### config.mk
export PLATFORM = sky130hd
export DESIGN_NAME = source_lexer_token_splitter
export DESIGN_NICKNAME = d
export VERILOG_FILES = /design/src/slts_pkg.sv /design/src/source_lexer_token_splitter.sv
export SDC_FILE = /design/constraint.sdc
export NUM_CORES = 1
export LEC_CHECK = 0
export BUFFER_PORTS_ARGS = -buffer_cell sky130_fd_sc_hd__buf_2
export CAP_MARGIN = 30
export CORE_UTILIZATION = 55
export DETAILED_ROUTE_END_ITERATION = 16
export PLACE_DENSITY = 0.8
export SLEW_MARGIN = 20
export SYNTH_ARGS = -nofsm -noshare
export SYNTH_HDL_FRONTEND = slang
export SYNTH_SLANG_ARGS = --single-unit
### constraint.sdc
create_clock -name clock -period 3.85 [get_ports clock]
set_input_delay 0 -clock clock [delete_from_list [all_inputs] [get_ports clock]]
set_output_delay 0 -clock clock [all_outputs]
set_load 0.01 [all_outputs]
### src/slts_pkg.sv
// Shared types, constants and byte classifier for the source lexer token splitter.
package slts_pkg;

   localparam int MaxTokenLenDefault = 128;
   localparam int LineBitsDefault    = 16;

   localparam logic [7:0] CH_UNDER   = 8'h5F;
   localparam logic [7:0] CH_MINUS   = 8'h2D;
   localparam logic [7:0] CH_COLON   = 8'h3A;
   localparam logic [7:0] CH_SEMI    = 8'h3B;
   localparam logic [7:0] CH_COMMA   = 8'h2C;
   localparam logic [7:0] CH_LPAREN  = 8'h28;
   localparam logic [7:0] CH_RPAREN  = 8'h29;
   localparam logic [7:0] CH_LSQUARE = 8'h5B;
   localparam logic [7:0] CH_RSQUARE = 8'h5D;
   localparam logic [7:0] CH_LBRACE  = 8'h7B;
   localparam logic [7:0] CH_RBRACE  = 8'h7D;
   localparam logic [7:0] CH_SQUOTE  = 8'h27;
   localparam logic [7:0] CH_DQUOTE  = 8'h22;
   localparam logic [7:0] CH_SPACE   = 8'h20;
   localparam logic [7:0] CH_NEWLINE = 8'h0A;

   typedef enum logic [2:0] {
      TOK_WORD,
      TOK_NUM,
      TOK_SEMI,
      TOK_COMMA,
      TOK_BRACKET,
      TOK_OTHER,
      TOK_CHARLIT,
      TOK_STRLIT
   } tok_kind_type;

   typedef enum logic [1:0] {
      RES_APPEND,
      RES_DONE,
      RES_TOO_LONG
   } res_kind_type;

   typedef struct packed {
      res_kind_type kind;
      tok_kind_type tok;
      logic [7:0]   char_val;
      logic [7:0]   len;
      logic [15:0]  line;
      logic         last;
   } result_type;

   function automatic tok_kind_type classify(input logic [7:0] b);
      tok_kind_type t;
      case (b) inside
         [8'h41:8'h5A], [8'h61:8'h7A], CH_UNDER: t = TOK_WORD;
         [8'h30:8'h39], CH_MINUS:                t = TOK_NUM;
         CH_SEMI:                                t = TOK_SEMI;
         CH_COMMA:                               t = TOK_COMMA;
         CH_LPAREN, CH_RPAREN, CH_LSQUARE, CH_RSQUARE, CH_LBRACE, CH_RBRACE:
                                                 t = TOK_BRACKET;
         default:                                t = TOK_OTHER;
      endcase
      return t;
   endfunction

endpackage

### src/source_lexer_token_splitter.sv
// Source lexer token splitter: byte classification, token grouping and result queue.
//
// Usage: source bytes enter on the req_ channel (req_mode 0) one beat at a time; a beat
// with req_mode 1 marks end of input, closes any open token and clears all lexer state.
// Each accepted beat gives zero, one or two result beats on the rsp_ channel: appended
// characters, token-complete markers with their length, or a single too-long error,
// each tagged with the current line number; rsp_last_of_run marks the final result
// of a given input beat.
// Each beat's results are registered into the result queue as the beat is accepted and
// reach rsp_ behind any older results. Throughput: one input beat per cycle while
// req_stall is low; all lexing is one pass of logic at the input that writes straight
// into a four-entry result queue. The queue drains one result per cycle while rsp_stall
// is low. req_stall rises while fewer than two queue entries are free.
// Reset (synchronous) empties the queue and clears the quote, comment, token, line
// and error state. When rsp_stall is held, results wait in the queue unchanged and
// input is taken until fewer than two queue entries are free.
module source_lexer_token_splitter
   import slts_pkg::*;
#(
   parameter int MAX_TOKEN_LEN = MaxTokenLenDefault,
   parameter int LINE_BITS     = LineBitsDefault
) (
   input  logic        clock,
   input  logic        reset,

   input  logic        req_valid,
   output logic        req_stall,
   input  logic        req_mode,
   input  logic [7:0]  req_byte_value,

   output logic        rsp_valid,
   input  logic        rsp_stall,
   output logic [1:0]  rsp_result_kind,
   output logic [2:0]  rsp_token_type,
   output logic [7:0]  rsp_char_value,
   output logic [7:0]  rsp_token_length,
   output logic [15:0] rsp_line_number,
   output logic        rsp_last_of_run
);

   localparam logic [7:0] MaxLen = 8'(MAX_TOKEN_LEN);
   localparam int FifoDepth = 4;
   localparam int PtrBits   = $clog2(FifoDepth);
   localparam int CntBits   = $clog2(FifoDepth + 1);

   // lexer state
   logic                 comment_ff, comment_in;
   logic                 squote_ff, squote_in;
   logic                 dquote_ff, dquote_in;
   logic                 open_ff, open_in;
   logic [7:0]           len_ff, len_in;
   tok_kind_type         type_ff, type_in;
   logic [LINE_BITS-1:0] line_count_ff, line_count_in;
   logic                 error_hold_ff, error_hold_in;

   // result queue
   result_type           fifo_ff [FifoDepth];
   logic [PtrBits-1:0]   wr_ptr_ff, wr_ptr_in;
   logic [PtrBits-1:0]   rd_ptr_ff, rd_ptr_in;
   logic [CntBits-1:0]   count_ff, count_in;

   logic                 accept;
   logic                 pop;
   logic [1:0]           push_n;
   result_type           res0, res1;
   logic                 quoted;
   tok_kind_type         tok;
   logic [7:0]           len_base;
   logic [31:0]          line_wide;
   logic [PtrBits-1:0]   wr_ptr_next;

   assign req_stall = count_ff > CntBits'(FifoDepth - 2);
   assign accept    = req_valid && !req_stall;
   assign rsp_valid = count_ff != '0;
   assign pop       = rsp_valid && !rsp_stall;

   always_comb begin
      comment_in    = comment_ff;
      squote_in     = squote_ff;
      dquote_in     = dquote_ff;
      open_in       = open_ff;
      len_in        = len_ff;
      type_in       = type_ff;
      line_count_in = line_count_ff;
      error_hold_in = error_hold_ff;
      push_n        = 2'd0;
      res0          = '0;
      res1          = '0;
      quoted        = squote_ff || dquote_ff;
      len_base      = '0;
      line_wide     = 32'(line_count_ff);

      if (squote_ff) begin
         tok = TOK_CHARLIT;
      end else if (dquote_ff) begin
         tok = TOK_STRLIT;
      end else begin
         tok = classify(req_byte_value);
      end

      if (req_mode) begin
         if (!error_hold_ff && open_ff) begin
            res0 = '{kind: RES_DONE, tok: type_ff, char_val: 8'd0, len: len_ff,
                     line: line_wide[15:0], last: 1'b1};
            push_n = 2'd1;
         end
         comment_in    = 1'b0;
         squote_in     = 1'b0;
         dquote_in     = 1'b0;
         open_in       = 1'b0;
         len_in        = '0;
         type_in       = TOK_WORD;
         line_count_in = '0;
         error_hold_in = 1'b0;
      end else if (error_hold_ff) begin
         push_n = 2'd0;
      end else if (req_byte_value == CH_SQUOTE) begin
         squote_in = !squote_ff;
      end else if (req_byte_value == CH_DQUOTE) begin
         dquote_in = !dquote_ff;
      end else if (req_byte_value == CH_COLON && !quoted) begin
         comment_in = !comment_ff;
      end else if (comment_ff && !quoted) begin
         push_n = 2'd0;
      end else if ((req_byte_value != CH_SPACE && req_byte_value != CH_NEWLINE)
                   || quoted) begin
         if (open_ff && type_ff != tok) begin
            res0 = '{kind: RES_DONE, tok: type_ff, char_val: 8'd0, len: len_ff,
                     line: line_wide[15:0], last: 1'b0};
            push_n = 2'd1;
         end
         len_base = (open_ff && type_ff == tok) ? len_ff : 8'd0;
         open_in  = 1'b1;
         type_in  = tok;
         if (len_base >= MaxLen) begin
            res1 = '{kind: RES_TOO_LONG, tok: tok, char_val: 8'd0, len: 8'd0,
                     line: line_wide[15:0], last: 1'b1};
            len_in        = len_base;
            error_hold_in = 1'b1;
         end else begin
            res1 = '{kind: RES_APPEND, tok: tok, char_val: req_byte_value, len: 8'd0,
                     line: line_wide[15:0], last: 1'b1};
            len_in = len_base + 8'd1;
         end
         if (push_n == 2'd0) begin
            res0   = res1;
            push_n = 2'd1;
         end else begin
            push_n = 2'd2;
         end
      end else if (open_ff) begin
         if (req_byte_value == CH_NEWLINE && line_count_ff != {LINE_BITS{1'b1}}) begin
            line_count_in = line_count_ff + LINE_BITS'(1);
         end
         line_wide = 32'(line_count_in);
         res0 = '{kind: RES_DONE, tok: type_ff, char_val: 8'd0, len: len_ff,
                  line: line_wide[15:0], last: 1'b1};
         push_n  = 2'd1;
         open_in = 1'b0;
      end

      if (!accept) begin
         push_n = 2'd0;
      end

      wr_ptr_next = wr_ptr_ff + PtrBits'(1);
      wr_ptr_in   = wr_ptr_ff + PtrBits'(push_n);
      rd_ptr_in   = rd_ptr_ff + PtrBits'(pop);
      count_in    = count_ff + CntBits'(push_n) - CntBits'(pop);
   end

   always_ff @(posedge clock) begin
      if (reset) begin
         comment_ff    <= 1'b0;
         squote_ff     <= 1'b0;
         dquote_ff     <= 1'b0;
         open_ff       <= 1'b0;
         len_ff        <= '0;
         type_ff       <= TOK_WORD;
         line_count_ff <= '0;
         error_hold_ff <= 1'b0;
         wr_ptr_ff     <= '0;
         rd_ptr_ff     <= '0;
         count_ff      <= '0;
      end else begin
         if (accept) begin
            comment_ff    <= comment_in;
            squote_ff     <= squote_in;
            dquote_ff     <= dquote_in;
            open_ff       <= open_in;
            len_ff        <= len_in;
            type_ff       <= type_in;
            line_count_ff <= line_count_in;
            error_hold_ff <= error_hold_in;
         end
         wr_ptr_ff <= wr_ptr_in;
         rd_ptr_ff <= rd_ptr_in;
         count_ff  <= count_in;
      end
   end

   always_ff @(posedge clock) begin
      if (push_n != 2'd0) begin
         fifo_ff[wr_ptr_ff] <= res0;
      end
      if (push_n == 2'd2) begin
         fifo_ff[wr_ptr_next] <= res1;
      end
   end

   assign rsp_result_kind  = fifo_ff[rd_ptr_ff].kind;
   assign rsp_token_type   = fifo_ff[rd_ptr_ff].tok;
   assign rsp_char_value   = fifo_ff[rd_ptr_ff].char_val;
   assign rsp_token_length = fifo_ff[rd_ptr_ff].len;
   assign rsp_line_number  = fifo_ff[rd_ptr_ff].line;
   assign rsp_last_of_run  = fifo_ff[rd_ptr_ff].last;

   a_count_bound: assert property (@(posedge clock) disable iff (reset)
      count_ff <= CntBits'(FifoDepth))
      else $error("result queue over capacity");

   a_error_needs_token: assert property (@(posedge clock) disable iff (reset)
      error_hold_ff |-> open_ff)
      else $error("error hold without an open token");

   a_eoi_clears: assert property (@(posedge clock) disable iff (reset)
      accept && req_mode |=> !open_ff && !error_hold_ff && !comment_ff
                             && line_count_ff == '0)
      else $error("end of input did not clear state");

   a_no_push_on_full: assert property (@(posedge clock) disable iff (reset)
      count_ff > CntBits'(FifoDepth - 2) |-> push_n == 2'd0)
      else $error("push into a nearly full result queue");

endmodule
==> After elaboration in Yosys (flattened, before gate mapping) <==
Memories as Yosys holds them, arrays and structs flattened. A register that Yosys moved wholly into a read port is not among the register bits.
Cells that the tools add are included.
{ "classes": {"n_mux": 102, "n_div": 0, "magnitude_cmp": 8, "n_addsub": 7, "reduce_logical": 38, "eq_ne": 26, "shift": 0, "multipliers": 0, "bitwise_logic": 0} }
{ "ops": {"columns": ["cell", "count"], "rows": [
  ["two-way mux 38 bit", 16],
  ["two-way mux 16 bit", 9],
  ["two-way mux 37 bit", 3],
  ["two-way mux 8 bit", 9],
  ["== test 8 x 6 -> 1 bit (second input constant)", 8],
  ["== test 8 x 7 -> 1 bit (second input constant)", 5],
  ["two-way mux 3 bit", 13],
  ["two-way mux 1 bit", 35],
  ["two-way mux 2 bit", 17],
  ["adder 16 x 1 -> 16 bit (second input constant)", 1],
  [">= comparator 8 x 7 -> 1 bit (second input constant)", 2],
  ["<= comparator 8 x 7 -> 1 bit (second input constant)", 2],
  ["!= test 16 bit (second input constant)", 1],
  ["logical AND 1 bit", 12],
  ["!= test 2 bit (second input constant)", 6],
  ["nonzero test 2 bit", 6],
  ["adder 8 x 1 -> 8 bit (second input constant)", 1],
  ["== test 8 x 4 -> 1 bit (second input constant)", 1],
  [">= comparator 8 x 6 -> 1 bit (second input constant)", 1],
  [">= comparator 8 bit (second input constant)", 1],
  ["<= comparator 8 x 6 -> 1 bit (second input constant)", 1],
  ["!= test 8 x 4 -> 1 bit (second input constant)", 1],
  ["!= test 8 x 6 -> 1 bit (second input constant)", 1],
  ["AND reduction 8 bit", 1],
  ["21 further kinds", 28]
]} }
{ "word_totals": {"reg_bits": 39, "romBits": 0, "n_memories": 1, "latch_bits": 0, "mem_bits_rw": 152, "in_bits": 13, "output_inout_bits": 40} }
{ "memory_table": {"columns": ["memory", "words", "word_bits", "rd", "rd_clocked_by_memory_dff", "wr", "line_no", "text"], "rows": [
  ["fifo_ff", 4, 38, 1, 1, 2, "source_lexer_token_splitter.sv:57", "result_type fifo_ff [FifoDepth];"]
]} }

==> Logic depth before layout (Yosys ltp) <==
{ "logic_depth": {"ltp_word": 32, "ltp_mapped": 17, "depth_no_buf": 16} }

==> Worst setup path before layout <==
No wires, ideal clock.
{ "synth_timing": {"path_type": "input port to flip-flop", "from": "in req_byte_value[3]", "to": "reg count_ff[2]", "setup_ns": 0.128, "n_path_buf": 1, "path_stages": 17, "slack_ns": 0.388, "arrival_time_ns": 3.334, "path_cell_list": "buf_2 -> or4_1 -> nor2_1 -> o31ai_1 -> xnor2_1 -> o31a_1 -> o21ai_0 -> a211oi_1 -> nand2b_1 -> ha_1 -> inv_1 -> ha_1 -> inv_1 -> fa_1 -> xnor2_1 -> xnor2_1 -> nor2_1"} }
{ "synth_via": {"elab_chain_len": 31, "word_cells_on_any_way": 59, "classes_between": "add/sub: 2; order compare: 6; eq/ne: 16; mux: 24; reduce/logical: 11"} }
{ "synth_lines": {"columns": ["item", "line_no", "text"], "rows": [
  ["from (decl)", "source_lexer_token_splitter.sv:29", "input logic [7:0] req_byte_value,"],
  ["== test 8 x 6 -> 1 bit or == test 8 x 7 -> 1 bit (tied branches)", "source_lexer_token_splitter.sv:98", "tok = classify(req_byte_value);"],
  ["OR reduction 6 bit", "slts_pkg.sv:51", "case (b) inside"],
  ["two-way mux 1 bit", "slts_pkg.sv:51", null],
  ["two-way mux 3 bit (4 in a row)", "slts_pkg.sv:51", null],
  ["two-way mux 3 bit", "source_lexer_token_splitter.sv:95", "end else if (dquote_ff) begin"],
  ["two-way mux 3 bit", "source_lexer_token_splitter.sv:93", "if (squote_ff) begin"],
  ["!= test 3 bit", "source_lexer_token_splitter.sv:127", "if (open_ff && type_ff != tok) begin"],
  ["logical AND 1 bit", "source_lexer_token_splitter.sv:127", null],
  ["(+12 left out)", null, null],
  ["two-way mux 2 bit", "source_lexer_token_splitter.sv:121", "end else if (req_byte_value == CH_COLON && !quoted) begin"],
  ["two-way mux 2 bit", "source_lexer_token_splitter.sv:119", "end else if (req_byte_value == CH_DQUOTE) begin"],
  ["two-way mux 2 bit *", "source_lexer_token_splitter.sv:117", "end else if (req_byte_value == CH_SQUOTE) begin"],
  ["two-way mux 2 bit *", "source_lexer_token_splitter.sv:115", "end else if (error_hold_ff) begin"],
  ["two-way mux 2 bit *", "source_lexer_token_splitter.sv:101", "if (req_mode) begin"],
  ["two-way mux 2 bit *", "source_lexer_token_splitter.sv:162", "if (!accept) begin"],
  ["adder 3 x 2 -> 3 bit *", "source_lexer_token_splitter.sv:169", "count_in = count_ff + CntBits'(push_n) - CntBits'(pop);"],
  ["subtractor 3 x 1 -> 3 bit *", "source_lexer_token_splitter.sv:169", null],
  ["to (signal assigned)", "source_lexer_token_splitter.sv:198", "count_ff <= count_in;"],
  ["to (decl)", "source_lexer_token_splitter.sv:60", "logic [CntBits-1:0] count_ff, count_in;"]
]} }
Mark *: on every way between the ends. The rest lies on a longest branch, timed or not. The select of a mux whose other input is x is not followed.
A chain may end at the register's enable or synchronous reset.

==> Worst setup path in the final report <==
{ "layout_timing": {"from": "in req_byte_value[5]", "to": "reg count_ff[2]"} }
Same word-level chain as after synthesis.

==> impl_metrics.json <==
{
  "drt-initial-drc-count": 975,
  "drc_errors": 0,
  "p_comb_share_pct": 21.4,
  "synth_top_cell_area_share_pct": 35.30,
  "p_leak_nw": 3.648,
  "fin_worst_skew_ns": 0.01060,
  "crit_slowest_cell": "dlygate4sd3_1",
  "grt-ovfl-total": 0,
  "area_growth_pct": 11.99,
  "n_fill_cell": 1336,
  "cts.path.max_buffers": 2,
  "gp_congestion": 0.9307,
  "synth_edf_count": 116,
  "clk_root_buffer_cell": "clkbuf_16",
  "final_util_pct": 63.46,
  "drt_wl_total_um": 25880,
  "synth_most_common_cell": "edfxtp_1",
  "htreeDepth": 4,
  "initial_utilization_pct": 56.66,
  "netSwitchingFraction_pct": 30.12,
  "hold_viol_final": 0,
  "rows": 48,
  "grt_pass1_wl_um": 39970,
  "yosys.area.top_type": "edfxtp_1",
  "die_area_sq_mm": 0.01848,
  "fin_ws_ns": 0.2559,
  "max_stage_delay_ns": 0.55,
  "max-cap-violations": 0,
  "grt_max_degree": 37,
  "hold_class": "in -> reg",
  "grt_pass1_vias": 7412,
  "r2r-start": "squote_ff$_SDFFE_PP0P_",
  "slew_headroom_pct": 47.81,
  "reg2reg_depth": 11,
  "crit_type": "in -> reg",
  "register_area_sq_mm": 0.004987,
  "fp.dieW_um": 136.0,
  "endpoint_kind": "flop",
  "pre_cts_ws_ns": 0.2777,
  "crit_path_start_kind": "input pin",
  "fin_nets": 948,
  "netlist_instances": 895,
  "clock_latency_ns": 0.44,
  "ir_drop_mv": 0.4250,
  "synthTopCellsByArea": "edfxtp_1, dfxtp_1, mux4_2",
  "dp_hpwl_um": 16670,
  "rsz0062_at_grt": "no",
  "hold_end": "fifo_ff[0][26]$_DFFE_PP_",
  "timing.rr.end": "count_ff[2]$_SDFF_PP0_",
  "powerDensity_mw_per_mm2": 479.7,
  "min_period_over_period_pct": 93.35,
  "netlist_area_sq_mm": 0.009868,
  "tns_ns": 0,
  "numCtsBuffers": 17,
  "crit_required_ns": 4.15,
  "die_h_um": 136.0,
  "crit_top_cell": "xnor2_1",
  "crit_family": "compound AO/OA/AOI/OAI gates",
  "seqPwrFrac_pct": 45.0,
  "fmax_mhz": 278.2,
  "antenna_found_initial": 0,
  "vias": 7928,
  "crit_fanout": 8,
  "intPower_mw": 3.704,
  "setup_violations": 0,
  "drtPass1Iterations": 6,
  "cts_tree": "yes",
  "num_antenna_cells": 0,
  "hold_start": "req_byte_value[1]",
  "multi_input_area_sq_mm": 0.004474,
  "netlist_top_cells_count": "edfxtp_1, nor2_1, dfxtp_1",
  "worst_pin_slew_ns": 0.7828,
  "io_pins": 53,
  "cts_setup_buffers": 0,
  "yosysSeqAreaShare_pct": 50.51,
  "path_cells": "dlygate4sd3_1 -> buf_2 -> or3b_1 -> a221o_1 -> o31ai_1 -> xnor2_1 -> o31a_1 -> o21ai_1 -> a211oi_2 -> nand2b_1 -> ha_1 -> inv_1 -> ha_1 -> inv_1 -> fa_1 -> xnor2_1 -> xnor2_1 -> nor2_1",
  "syn_avg_cell_area_sq_um": 11.03,
  "wl_per_cell_um": 22.21,
  "synth_seq_cells": 191,
  "p_clk_share_pct": 33.6,
  "async_flop_share_pct": 0,
  "yosysWarnings": 0,
  "status": "finished, final reports clean",
  "ant_nets": 0,
  "ys.flop_type": "edfxtp_1",
  "switching_power_mw": 1.597,
  "hold_depth": 2,
  "maxSlewViolCount": 0,
  "fp.coreArea_sq_mm": 0.01742,
  "port_buffers": 52,
  "cts.clk_slew.worst_paths_ns": 0.08,
  "routed_via_density": 6.805,
  "final_layout_size_suffix_gt1_share_pct": 20.11,
  "groute.usage.overall_pct": 28.56,
  "synth_cell_types": 73,
  "cts.sinks": 191,
  "reg2reg_slack_ns": 0.37,
  "hold_slack_ns": 0.02772,
  "syn-num-nets": 916,
  "cp.arrival_ns": 3.89,
  "crit_buf_inv": 4,
  "fin_crit_ns": 3.594
}
[worst max path at each step]
| stage | start | end | slack (ns) | cells after the start |
|---|---|---|---|---|
| after global placement | req_byte_value[3] | count_ff[2]$_SDFF_PP0_ | 0.34 | 17 |
| final | req_byte_value[5] | count_ff[2]$_SDFF_PP0_ | 0.26 | 18 |
| after floorplan | req_byte_value[3] | count_ff[2]$_SDFF_PP0_ | 0.39 | 17 |
| after CTS | req_byte_value[0] | count_ff[2]$_SDFF_PP0_ | 0.20 | 18 |
| after detailed placement | req_byte_value[3] | count_ff[2]$_SDFF_PP0_ | 0.28 | 17 |
| after global routing | req_byte_value[0] | count_ff[2]$_SDFF_PP0_ | 0.08 | 18 |
[stage by stage]
stage,power (mW),std cells,area [sq um]
3_5_place_dp,3.555,1129,10400
2_1_floorplan,3.171,895,9868
3_3_place_gp,3.537,1128,10380
4_1_cts,5.303,1165,11050
6_report,5.301,1165,11050
5_1_grt,5.486,1165,11050
[what timing repair did]
action | in CTS | in global routing
hold buffers | 4 | 0
endpoints found under the setup margin | 0 | 1
endpoints found under the hold margin | 4 | 0
gates resized for setup | 0 | 2
[registers in the layout, indices dropped and copies added (netlist names), 2 cells and up]
signal         cells
count_ff           3
len_ff             8
type_ff            3
wr_ptr_ff          2
line_count_ff     16
rd_ptr_ff          2
fifo_ff          152
[cells by family after synthesis]
kind of cell	synth area share [%]
AO/OA/AOI/OAI	20.63
XOR/XNOR	0.7988
adder cells (fa/ha/maj)	1.090
buffers and inverters	4.349
flip-flops	50.51
multiplexers	8.774
AND/OR/NAND/NOR	13.85
[final cells by class]
class | instances | area share [%]
clock inverter | 13 | 1.257
multi-input combinational | 603 | 40.48
timing repair buffer | 96 | 5.774
tap | 225 | 2.547
clock buffer | 19 | 4.200
sequential | 191 | 45.13
inverter | 18 | 0.6113
[cells in the final DEF (no fill, tap or decap), types with 10 or more instances in the layout]
cell	n
edfxtp_1	116
nor2_1	83
dfxtp_1	73
nand2_1	60
o21ai_0	55
buf_2	52
a21oi_1	48
a22o_1	46
mux4_2	38
buf_4	37
a32o_1	33
o22ai_1	21
inv_1	18
clkbuf_16	18
nand3_1	17
and2_1	15
or3_1	14
nor3_1	12
nor2b_1	10
and3_1	10
[power groups by stage]
stage | Sequential [mW] | Clock (mW) | Combinational, mW
global placement | 2.44 | 0 | 1.09
floorplan | 2.35 | 0 | 0.823
detailed placement | 2.43 | 0 | 1.12
finish | 2.39 | 1.78 | 1.14
global route | 2.40 | 1.86 | 1.23
CTS | 2.39 | 1.78 | 1.13
[routing by layer]
| metal | routed length, um | track usage, % | vias up |
|---|---|---|---|
| li1 | - | - | 3547 |
| met1 | 10560 | 39.83 | 3773 |
| met2 | 11800 | 43.25 | 515 |
| met3 | 2564 | 5.071 | 93 |
| met4 | 955 | 13.52 | 0 |
| met5 | 0 | 0 | - |
Power figures use the tool's default switching activity.
